===== src/hdl/plrd_pkg.sv =====
// ----------------------------------------------------------------------------
// plrd_pkg: shared types and constants of the player list reply deframer
// Result kinds, framing phases, the configuration bundle and the result word.
// ----------------------------------------------------------------------------
package plrd_pkg;

  localparam int unsigned ByteW    = 8;
  localparam int unsigned KindW    = 3;
  localparam int unsigned OffsetW  = 5;
  localparam int unsigned TypeW    = 2;
  localparam int unsigned PortW    = 16;
  localparam int unsigned CfgIdxW  = 2;
  localparam int unsigned MaxRes   = 3;
  localparam int unsigned ResCntW  = 2;
  localparam int unsigned MDataW   = 24;

  // entry lengths: type byte + address (+ port)
  localparam logic [OffsetW-1:0] LenTypeByte = 5'd1;
  localparam logic [OffsetW-1:0] LenAddrV4   = 5'd4;
  localparam logic [OffsetW-1:0] LenAddrV6   = 5'd16;
  localparam logic [OffsetW-1:0] LenPort     = 5'd2;
  localparam logic [ByteW-1:0]   MaxAddrType = 8'd3;

  typedef enum logic [KindW-1:0] {
    KIND_ENTRY   = 3'd0,
    KIND_DONE    = 3'd1,
    KIND_BADTYPE = 3'd2,
    KIND_REPLY   = 3'd3,
    KIND_BADOP   = 3'd4
  } kind_e;

  typedef enum logic [1:0] {
    PH_OPCODE = 2'd0,
    PH_COUNT  = 2'd1,
    PH_ENTRY  = 2'd2,
    PH_DROP   = 2'd3
  } phase_e;

  typedef enum logic [1:0] {
    PEND_NONE     = 2'd0,
    PEND_PORT_EXT = 2'd1,
    PEND_LIST     = 2'd2
  } pend_e;

  typedef enum logic [CfgIdxW-1:0] {
    REG_OP_PORT_EXT    = 2'd0,
    REG_OP_PLAYER_LIST = 2'd1,
    REG_LOCAL_PORT     = 2'd2,
    REG_LISTENER       = 2'd3
  } reg_idx_e;

  typedef struct packed {
    logic [ByteW-1:0] op_port_ext;
    logic [ByteW-1:0] op_player_list;
    logic [PortW-1:0] local_port;
    logic             listen;
  } cfg_t;

  typedef struct packed {
    kind_e              kind;
    logic [ByteW-1:0]   payload;
    logic [ByteW-1:0]   entry_index;
    logic [OffsetW-1:0] entry_offset;
    logic [TypeW-1:0]   entry_type;
  } result_t;

  localparam result_t ResultZero = '{kind: KIND_ENTRY, payload: '0, entry_index: '0,
                                     entry_offset: '0, entry_type: '0};

endpackage


===== src/hdl/plrd_cfg_regs.sv =====
// ----------------------------------------------------------------------------
// plrd_cfg_regs: configuration register file
// Holds the opcode values, the advertised port and the listener flag.
// ----------------------------------------------------------------------------
module plrd_cfg_regs (
  input  logic                          clk_i,
  input  logic                          rst_ni,
  input  logic                          cfg_valid_i,
  input  logic [plrd_pkg::CfgIdxW-1:0]  cfg_index_i,
  input  logic [plrd_pkg::PortW-1:0]    cfg_data_i,
  output plrd_pkg::cfg_t                cfg_o
);
  import plrd_pkg::*;

  cfg_t cfg_q, cfg_d;

  always_comb begin
    cfg_d = cfg_q;
    if (cfg_valid_i) begin
      case (reg_idx_e'(cfg_index_i))
        REG_OP_PORT_EXT:    cfg_d.op_port_ext    = cfg_data_i[ByteW-1:0];
        REG_OP_PLAYER_LIST: cfg_d.op_player_list = cfg_data_i[ByteW-1:0];
        REG_LOCAL_PORT:     cfg_d.local_port     = cfg_data_i;
        REG_LISTENER:       cfg_d.listen         = cfg_data_i[0];
        default:            cfg_d = cfg_q;
      endcase
    end
  end

  always_ff @(posedge clk_i or negedge rst_ni) begin
    if (!rst_ni) begin
      cfg_q <= '{op_port_ext: 8'd0, op_player_list: 8'd1, local_port: '0, listen: 1'b0};
    end else begin
      cfg_q <= cfg_d;
    end
  end

  assign cfg_o = cfg_q;

endmodule


===== src/hdl/plrd_frame_core.sv =====
// ----------------------------------------------------------------------------
// plrd_frame_core: message framing state and result generation
// Decodes one byte against the framing state, produces up to three results
// and advances the state when the byte is taken.
// ----------------------------------------------------------------------------
module plrd_frame_core (
  input  logic                          clk_i,
  input  logic                          rst_ni,
  input  plrd_pkg::cfg_t                cfg_i,
  input  logic [plrd_pkg::ByteW-1:0]    byte_i,
  input  logic                          last_i,
  input  logic                          take_i,
  output plrd_pkg::result_t             res_o [plrd_pkg::MaxRes],
  output logic [plrd_pkg::ResCntW-1:0]  res_cnt_o
);
  import plrd_pkg::*;

  phase_e             phase_q, phase_d;
  pend_e              pend_q, pend_d;
  logic [ByteW-1:0]   left_q, left_d;
  logic [ByteW-1:0]   num_q, num_d;
  logic [OffsetW-1:0] pos_q, pos_d;
  logic [OffsetW-1:0] len_q, len_d;
  logic [TypeW-1:0]   type_q, type_d;

  logic [TypeW-1:0]   cur_type;
  logic [OffsetW-1:0] cur_len;
  logic [OffsetW-1:0] pos_inc;
  logic [ByteW-1:0]   left_dec;
  logic               is_v4, port_present;

  always_comb begin
    is_v4        = (byte_i == 8'd1) || (byte_i == 8'd2);
    port_present = (byte_i == 8'd2) || (byte_i == 8'd3);
    cur_type = (pos_q == '0) ? byte_i[TypeW-1:0] : type_q;
    cur_len  = (pos_q == '0) ?
               LenTypeByte + (is_v4 ? LenAddrV4 : LenAddrV6) + (port_present ? LenPort : '0) :
               len_q;
    pos_inc  = pos_q + OffsetW'(1);
    left_dec = left_q - ByteW'(1);
  end

  always_comb begin
    phase_d = phase_q;
    pend_d  = pend_q;
    left_d  = left_q;
    num_d   = num_q;
    pos_d   = pos_q;
    len_d   = len_q;
    type_d  = type_q;
    for (int i = 0; i < MaxRes; i++) begin
      res_o[i] = ResultZero;
    end
    res_cnt_o = '0;

    case (phase_q)
      PH_OPCODE: begin
        if (byte_i == cfg_i.op_port_ext) begin
          pend_d  = PEND_PORT_EXT;
          phase_d = PH_COUNT;
        end else if (byte_i == cfg_i.op_player_list) begin
          pend_d  = PEND_LIST;
          phase_d = PH_COUNT;
        end else begin
          res_o[0].kind = KIND_BADOP;
          res_cnt_o     = 2'd1;
          pend_d        = PEND_NONE;
          phase_d       = last_i ? PH_OPCODE : PH_DROP;
        end
      end
      PH_COUNT: begin
        if (pend_q == PEND_PORT_EXT) begin
          if (byte_i != '0) begin
            res_o[0].kind    = KIND_REPLY;
            res_o[0].payload = cfg_i.op_port_ext;
            res_o[1].kind    = KIND_REPLY;
            res_o[1].payload = cfg_i.local_port[PortW-1:ByteW];
            res_o[2].kind    = KIND_REPLY;
            res_o[2].payload = cfg_i.local_port[ByteW-1:0];
            res_cnt_o        = 2'd3;
          end
          phase_d = PH_OPCODE;
          pend_d  = PEND_NONE;
        end else begin
          left_d = byte_i;
          num_d  = '0;
          pos_d  = '0;
          if (byte_i == '0) begin
            if (cfg_i.listen) begin
              res_o[0].kind = KIND_DONE;
              res_cnt_o     = 2'd1;
            end
            phase_d = PH_OPCODE;
            pend_d  = PEND_NONE;
          end else begin
            phase_d = PH_ENTRY;
          end
        end
      end
      PH_ENTRY: begin
        if ((pos_q == '0) && (byte_i > MaxAddrType)) begin
          res_o[0].kind        = KIND_BADTYPE;
          res_o[0].entry_index = num_q;
          res_cnt_o            = 2'd1;
          pend_d               = PEND_NONE;
          phase_d              = last_i ? PH_OPCODE : PH_DROP;
          pos_d                = '0;
        end else begin
          type_d = cur_type;
          len_d  = cur_len;
          if (cfg_i.listen) begin
            res_o[0].kind         = KIND_ENTRY;
            res_o[0].payload      = byte_i;
            res_o[0].entry_index  = num_q;
            res_o[0].entry_offset = pos_q;
            res_o[0].entry_type   = cur_type;
            res_cnt_o             = 2'd1;
          end
          pos_d = pos_inc;
          if (pos_inc >= cur_len) begin
            pos_d  = '0;
            num_d  = num_q + ByteW'(1);
            left_d = left_dec;
            if (left_dec == '0) begin
              if (cfg_i.listen) begin
                res_o[1].kind = KIND_DONE;
                res_cnt_o     = 2'd2;
              end
              phase_d = PH_OPCODE;
              pend_d  = PEND_NONE;
            end
          end
        end
      end
      PH_DROP: begin
        if (last_i) begin
          phase_d = PH_OPCODE;
          pend_d  = PEND_NONE;
        end
      end
      default: begin
        phase_d = PH_OPCODE;
        pend_d  = PEND_NONE;
      end
    endcase
  end

  always_ff @(posedge clk_i or negedge rst_ni) begin
    if (!rst_ni) begin
      phase_q <= PH_OPCODE;
      pend_q  <= PEND_NONE;
      left_q  <= '0;
      num_q   <= '0;
      pos_q   <= '0;
      len_q   <= '0;
      type_q  <= '0;
    end else if (take_i) begin
      phase_q <= phase_d;
      pend_q  <= pend_d;
      left_q  <= left_d;
      num_q   <= num_d;
      pos_q   <= pos_d;
      len_q   <= len_d;
      type_q  <= type_d;
    end
  end

endmodule


===== src/hdl/plrd_result_buf.sv =====
// ----------------------------------------------------------------------------
// plrd_result_buf: result group register and output drain
// Holds the results of one byte and hands them out one word per cycle while the receiver is ready.
// ----------------------------------------------------------------------------
module plrd_result_buf (
  input  logic                          clk_i,
  input  logic                          rst_ni,
  input  logic                          load_i,
  input  plrd_pkg::result_t             res_i [plrd_pkg::MaxRes],
  input  logic [plrd_pkg::ResCntW-1:0]  res_cnt_i,
  output logic                          free_o,
  output plrd_pkg::result_t             out_o,
  output logic                          out_valid_o,
  output logic                          out_last_o,
  input  logic                          out_ready_i
);
  import plrd_pkg::*;

  result_t             res_q [MaxRes];
  logic [ResCntW-1:0]  cnt_q;
  logic [ResCntW-1:0]  ptr_q;
  logic                take, group_done;

  always_comb begin
    out_valid_o = (cnt_q != '0);
    out_last_o  = (ptr_q == cnt_q - ResCntW'(1));
    take        = out_valid_o && out_ready_i;
    group_done  = take && out_last_o;
    free_o      = !out_valid_o || group_done;
    case (ptr_q)
      2'd0:    out_o = res_q[0];
      2'd1:    out_o = res_q[1];
      2'd2:    out_o = res_q[2];
      default: out_o = ResultZero;
    endcase
  end

  always_ff @(posedge clk_i) begin
    if (load_i) begin
      for (int i = 0; i < MaxRes; i++) begin
        res_q[i] <= res_i[i];
      end
    end
  end

  always_ff @(posedge clk_i or negedge rst_ni) begin
    if (!rst_ni) begin
      cnt_q <= '0;
      ptr_q <= '0;
    end else if (load_i) begin
      cnt_q <= res_cnt_i;
      ptr_q <= '0;
    end else if (group_done) begin
      cnt_q <= '0;
      ptr_q <= '0;
    end else if (take) begin
      ptr_q <= ptr_q + ResCntW'(1);
    end
  end

endmodule


===== src/hdl/player_list_reply_deframer.sv =====
// ----------------------------------------------------------------------------
// player_list_reply_deframer: server stream framer for player lists
// Frames opcode/count messages, answers port extension requests and emits
// player list entry bytes with their position.
// ----------------------------------------------------------------------------
// Received bytes enter a one-word input register; the framing core decodes
// the registered byte against its state and loads up to three results into a
// result group register that drives the output stream. A byte that yields no
// result or one result is taken every cycle while the output is ready, so the
// stream runs at one byte per clock through the input and result group
// registers. A byte that yields several results (a port extension reply gives
// three words, the last byte of the last list entry with the listener on gives
// the entry byte and the complete event) occupies the single output port until
// its words are out, and the next byte waits in the input register until the
// group drains. Each output word carries tlast on the last result of its input
// byte and its kind in tuser. Configuration writes are always ready and take
// effect on the next cycle; write them only while the block is idle.
// ----------------------------------------------------------------------------
module player_list_reply_deframer (
  input  logic                          clk_i,
  input  logic                          rst_ni,
  // input stream
  input  logic                          s_axis_tvalid,
  output logic                          s_axis_tready,
  input  logic [7:0]                    s_axis_tdata,   // [7:0] rx_byte
  input  logic                          s_axis_tlast,   // chunk_last
  // output stream
  output logic                          m_axis_tvalid,
  input  logic                          m_axis_tready,
  output logic [plrd_pkg::MDataW-1:0]   m_axis_tdata,   // [7:0] payload,
                                                        // [15:8] entry_index,
                                                        // [20:16] entry_offset,
                                                        // [22:21] entry_type, [23] zero
  output logic [plrd_pkg::KindW-1:0]    m_axis_tuser,   // [2:0] kind
  output logic                          m_axis_tlast,   // run_last
  // configuration write channel
  input  logic                          cfg_valid_i,
  output logic                          cfg_ready_o,
  input  logic [plrd_pkg::CfgIdxW-1:0]  cfg_index_i,
  input  logic [plrd_pkg::PortW-1:0]    cfg_data_i
);
  import plrd_pkg::*;

  cfg_t               cfg;
  logic               in_vld_q;
  logic [ByteW-1:0]   in_byte_q;
  logic               in_last_q;
  logic               fire;
  logic               buf_free;
  result_t            core_res [MaxRes];
  logic [ResCntW-1:0] core_cnt;
  result_t            out_res;

  assign cfg_ready_o = 1'b1;

  plrd_cfg_regs u_cfg (
    .clk_i       (clk_i),
    .rst_ni      (rst_ni),
    .cfg_valid_i (cfg_valid_i),
    .cfg_index_i (cfg_index_i),
    .cfg_data_i  (cfg_data_i),
    .cfg_o       (cfg)
  );

  // Advance the registered byte once its results have somewhere to go.
  assign fire          = in_vld_q && ((core_cnt == '0) || buf_free);
  assign s_axis_tready = !in_vld_q || fire;

  always_ff @(posedge clk_i or negedge rst_ni) begin
    if (!rst_ni) begin
      in_vld_q <= 1'b0;
    end else if (s_axis_tready) begin
      in_vld_q <= s_axis_tvalid;
    end
  end

  // Hold the input word while it waits on the result group.
  always_ff @(posedge clk_i) begin
    if (s_axis_tvalid && s_axis_tready) begin
      in_byte_q <= s_axis_tdata;
      in_last_q <= s_axis_tlast;
    end
  end

  plrd_frame_core u_core (
    .clk_i     (clk_i),
    .rst_ni    (rst_ni),
    .cfg_i     (cfg),
    .byte_i    (in_byte_q),
    .last_i    (in_last_q),
    .take_i    (fire),
    .res_o     (core_res),
    .res_cnt_o (core_cnt)
  );

  plrd_result_buf u_buf (
    .clk_i       (clk_i),
    .rst_ni      (rst_ni),
    .load_i      (fire && (core_cnt != '0)),
    .res_i       (core_res),
    .res_cnt_i   (core_cnt),
    .free_o      (buf_free),
    .out_o       (out_res),
    .out_valid_o (m_axis_tvalid),
    .out_last_o  (m_axis_tlast),
    .out_ready_i (m_axis_tready)
  );

  assign m_axis_tuser = out_res.kind;
  assign m_axis_tdata = {1'b0, out_res.entry_type, out_res.entry_offset,
                         out_res.entry_index, out_res.payload};

endmodule


===== config.mk =====
export PLATFORM = sky130hd
export DESIGN_NAME = player_list_reply_deframer
export DESIGN_NICKNAME = d
export VERILOG_FILES = /design/src/hdl/plrd_pkg.sv /design/src/hdl/plrd_cfg_regs.sv /design/src/hdl/plrd_frame_core.sv /design/src/hdl/plrd_result_buf.sv /design/src/hdl/player_list_reply_deframer.sv
export SDC_FILE = /design/constraint.sdc
export NUM_CORES = 1
export LEC_CHECK = 0
export BUFFER_PORTS_ARGS = -buffer_cell sky130_fd_sc_hd__buf_4
export CAP_MARGIN = 20
export CORE_MARGIN = 5
export CORE_UTILIZATION = 39
export CTS_BUF_LIST = sky130_fd_sc_hd__clkbuf_8
export DETAILED_ROUTE_END_ITERATION = 12
export RECOVER_POWER = 50
export REMOVE_ABC_BUFFERS = 1
export SYNTH_ARGS = -nofsm -noshare
export SYNTH_HDL_FRONTEND = slang
export SYNTH_SLANG_ARGS = --single-unit

===== constraint.sdc =====
create_clock -name clk_i -period 9.3 [get_ports clk_i]
set_input_delay 0 -clock clk_i [delete_from_list [all_inputs] [get_ports clk_i]]
set_output_delay 0 -clock clk_i [all_outputs]
set_load 0.02 [all_outputs]

==> out/results.txt <==
RSZ-0062 raised after global routing -> no
Post-Syn Area -> 0.006336 mm^2
Critical path capture point type -> register
Crit start category -> register
Diodes inserted -> 0
DRC violations left -> 0
Worst EP arrival -> 5660 ps
Worst Tran Pin Value -> 3961 ps
Vias in the first global route -> 4,581
Post-CTS sizing -> 0
Final hold vios -> 0
CP startpoint -> in_byte_q[5]
Crit Path Max Fanout -> 30
Routed WL -> 13,810 um
CTS H-tree depth -> 4
Outcome -> finished with violations
Core area -> 0.01589 mm^2
Reg-to-reg slack, setup -> 3980 ps
Sequential-to-total area share from yosys stat -> 53.26%
CP Data Required Time -> 9640 ps
CP endpoint -> u_core.num_q[0]
Iter 0 DRT Violations -> 383
Netlist cell types -> 64
Most common cell after layout, fill and taps aside -> dfrtp_1
Number of flops mapped to enable cells by yosys -> 54
Via count -> 4,545
Total Power -> 2.438 mW
Synth Register Bits -> 124
Ys async rst share -> 56.45%
Filler cells -> 1,427
RR Startpoint -> in_byte_q[5]
Port bufs -> 60
Global router's overall resource usage -> 15.50%
Period utilization -> 57.24%
Share of layout cells above drive strength 1 -> 21.00%
# rows -> 46
Setup Viol. Count Final -> 0
Worst-case reg-to-reg path depth -> 12
Clk buf depth -> 2
Main flop type after synthesis -> dfrtp_1
Slew HR -> -164.0%
Setup Crit Path Kind -> register to register
VDD IR-drop max -> 0.0001170 V
Antenna violations before repair -> 0
Final #Nets -> 683
Total global routing overflow -> 0
CTS buffer count -> 17
CTS root buf -> clkbuf_8
First-pass GRT wire length -> 22,820 um
Max_cap viols -> 2
Area Overhead vs Synth -> 20.54%
FF-to-FF End -> u_core.num_q[0]
Tightest hold margin -> 284.6 ps
Fin. max-slew vios -> 111
Drt pass-1 iters -> 7
PwrDens -> 319.2 mW/mm^2
Starting Density -> 39.89%
Die Area -> 0.01890 mm^2
# IOs -> 63
Vias per cell -> 5.291
Worst skew pair latency -> 460 ps
GP Congestion -> 0.8581
Die height -> 137.5 um
Setup_tns -> 0 ps
Ys Warns -> 0
Setup Skew -> 9.981 ps
Clock sink count -> 124
Largest net degree at the start of global routing -> 71
Static Leak -> 3.054 nW
Clock-pin slew on the worst setup and hold paths -> 70 ps
Hpwl dp -> 9482 um
Die X -> 137.5 um
TritonCTS clock tree -> yes
HP Class -> input port to register
Post-Syn Instances -> 542
Commonest cells after routing, fill and taps aside -> dfrtp_1, edfxtp_1, buf_4, mux2_2, and2_1
Post-CTS Setup Repair Bufs -> 0
Failing checks -> capacitance limit, slew limit
Wire per inst -> 16.07 um
Detail Route Antenna Nets -> 0
Min cycle time layout -> 5324 ps
Syn Area/Cell -> 11.69 um^2
Max Freq -> 187.8 MHz
[metrics by stage]
step                      cell area (um^2)  std cells  util (%)  setup slack (ps)
after floorplan                       6190        514         -              4903
after global routing                  7637        859     48.08              3513
after CTS                             7699        859     48.46              4270
after detailed placement              6957        796     43.79              4331
final                                 7637        859     48.08              3976
after global placement                6957        796     43.79              4567
[synth_stat cells (3+ instances only)]
cell type  count  area share, %
dfrtp_1       69             27
nand3b_1       8           0.95
a31oi_1        5           0.49
or3_1          4           0.39
a2bb2oi_1      6           0.83
nor2b_1       11            1.1
xor2_1        18            2.5
buf_2          3           0.24
nand3_1       17            1.3
a2111oi_0      4           0.55
and2_1        45            4.4
inv_1         22            1.3
nor2_1        30            1.8
a21oi_1       10           0.79
buf_6          4           0.71
edfxtp_1      54             26
o22ai_1        6           0.59
and3_1        10           0.99
o31ai_1        8           0.95
a22oi_1        8           0.95
mux2_1         3           0.53
o21ai_0       22            1.7
nand4_1        3           0.30
ha_1          21            4.1
xnor2_1        6           0.83
a22o_1         3           0.41
mux2i_1        4           0.63
nand2_1       22            1.3
clkbuf_1      18            1.1
or4_1          4           0.47
o221ai_1       3           0.41
nor4_1         7           0.69
a222oi_1      10            1.6
mux2_2        35            6.2
[critical path: stages, from the launching register on]
cell and delay (ps):
edfxtp_1 480, nor4_1 1100, nand4_1 220, a21boi_0 220
ha_1 340, a21oi_1 190, o21ai_0 150, a31oi_1 640
or3_4 290, a41oi_4 100, buf_4 260, nor3_2 790
mux2_2 410
[sequential cells by signal, indices dropped and copies added (netlist names)]
signal / cells
u_buf.res_q: 45
u_cfg.cfg_o: 33
in_byte_q: 8
u_core.left_q: 8
u_core.num_q: 8
u_core.len_q: 5
u_core.pos_q: 5
u_buf.cnt_q: 2
u_buf.ptr_q: 2
u_core.pend_q: 2
u_core.phase_q: 2
u_core.type_q: 2
in_last_q: 1
in_vld_q: 1
[where the power goes]
| part | switching [mW] | leakage [nW] | internal, mW |
|---|---|---|---|
| clock network | 0.225 | 0.209 | 0.291 |
| registers | 0.118 | 1.36 | 0.787 |
| logic | 0.615 | 1.48 | 0.402 |
| total | 0.958 | 3.05 | 1.48 |
[logic make-up (layout without fill, tap and decap cells)]
kind of cell	count (synthesis)	count (layout)	share of synthesized area, %
AOI/OAI and AO/OA	101	101	11.89
xor gates and xnor gates	24	24	3.318
adders and majority gates	21	21	4.147
buffers and inverters	50	151	3.613
DFF	124	124	53.26
muxes	42	42	7.385
other	2	2	0.1185
and+or+nand+nor	178	178	16.27
[per-layer routing]
metal | share of wire (%) | up-vias | global-route usage (%)
met3 | 4.9 | 22 | 4.310
met1 | 45 | 2232 | 19.71
met2 | 49 | 121 | 25.19
met5 | 0 | - | 0
met4 | 1.7 | 0 | 5.820
li1 | - | 2170 | -
[repair_timing]
item	in CTS	in global routing
endpoints found under the hold margin	116	0
hold buffers	31	0
endpoints found under the setup margin	0	0
[cell type report]
| type | count | area (um^2) | share of cell area, % |
|---|---|---|---|
| Sequential cell | 124 | 3374 | 44.18 |
| Multi-Input combinational cell | 368 | 2706 | 35.44 |
| Timing Repair Buffer | 97 | 772.0 | 10.11 |
| Tap cell | 216 | 270.3 | 3.539 |
| Clock buffer | 17 | 234.0 | 3.064 |
| Clock inverter | 15 | 197.7 | 2.588 |
| Inverter | 22 | 82.58 | 1.081 |
[how the worst min path moves through the flow]
stage                     endpoint  depth (start not counted)            start  slack (ps)
finish                in_byte_q[4]                          2  s_axis_tdata[4]         280
global route          in_byte_q[6]                          2  s_axis_tdata[6]         260
CTS                   in_byte_q[4]                          2  s_axis_tdata[4]         240
detailed placement       in_last_q                          1     s_axis_tlast         180
floorplan                 in_vld_q                          0           rst_ni        -300
global placement    u_buf.ptr_q[0]                          1           rst_ni         190
(Power assumes the default switching activity.)
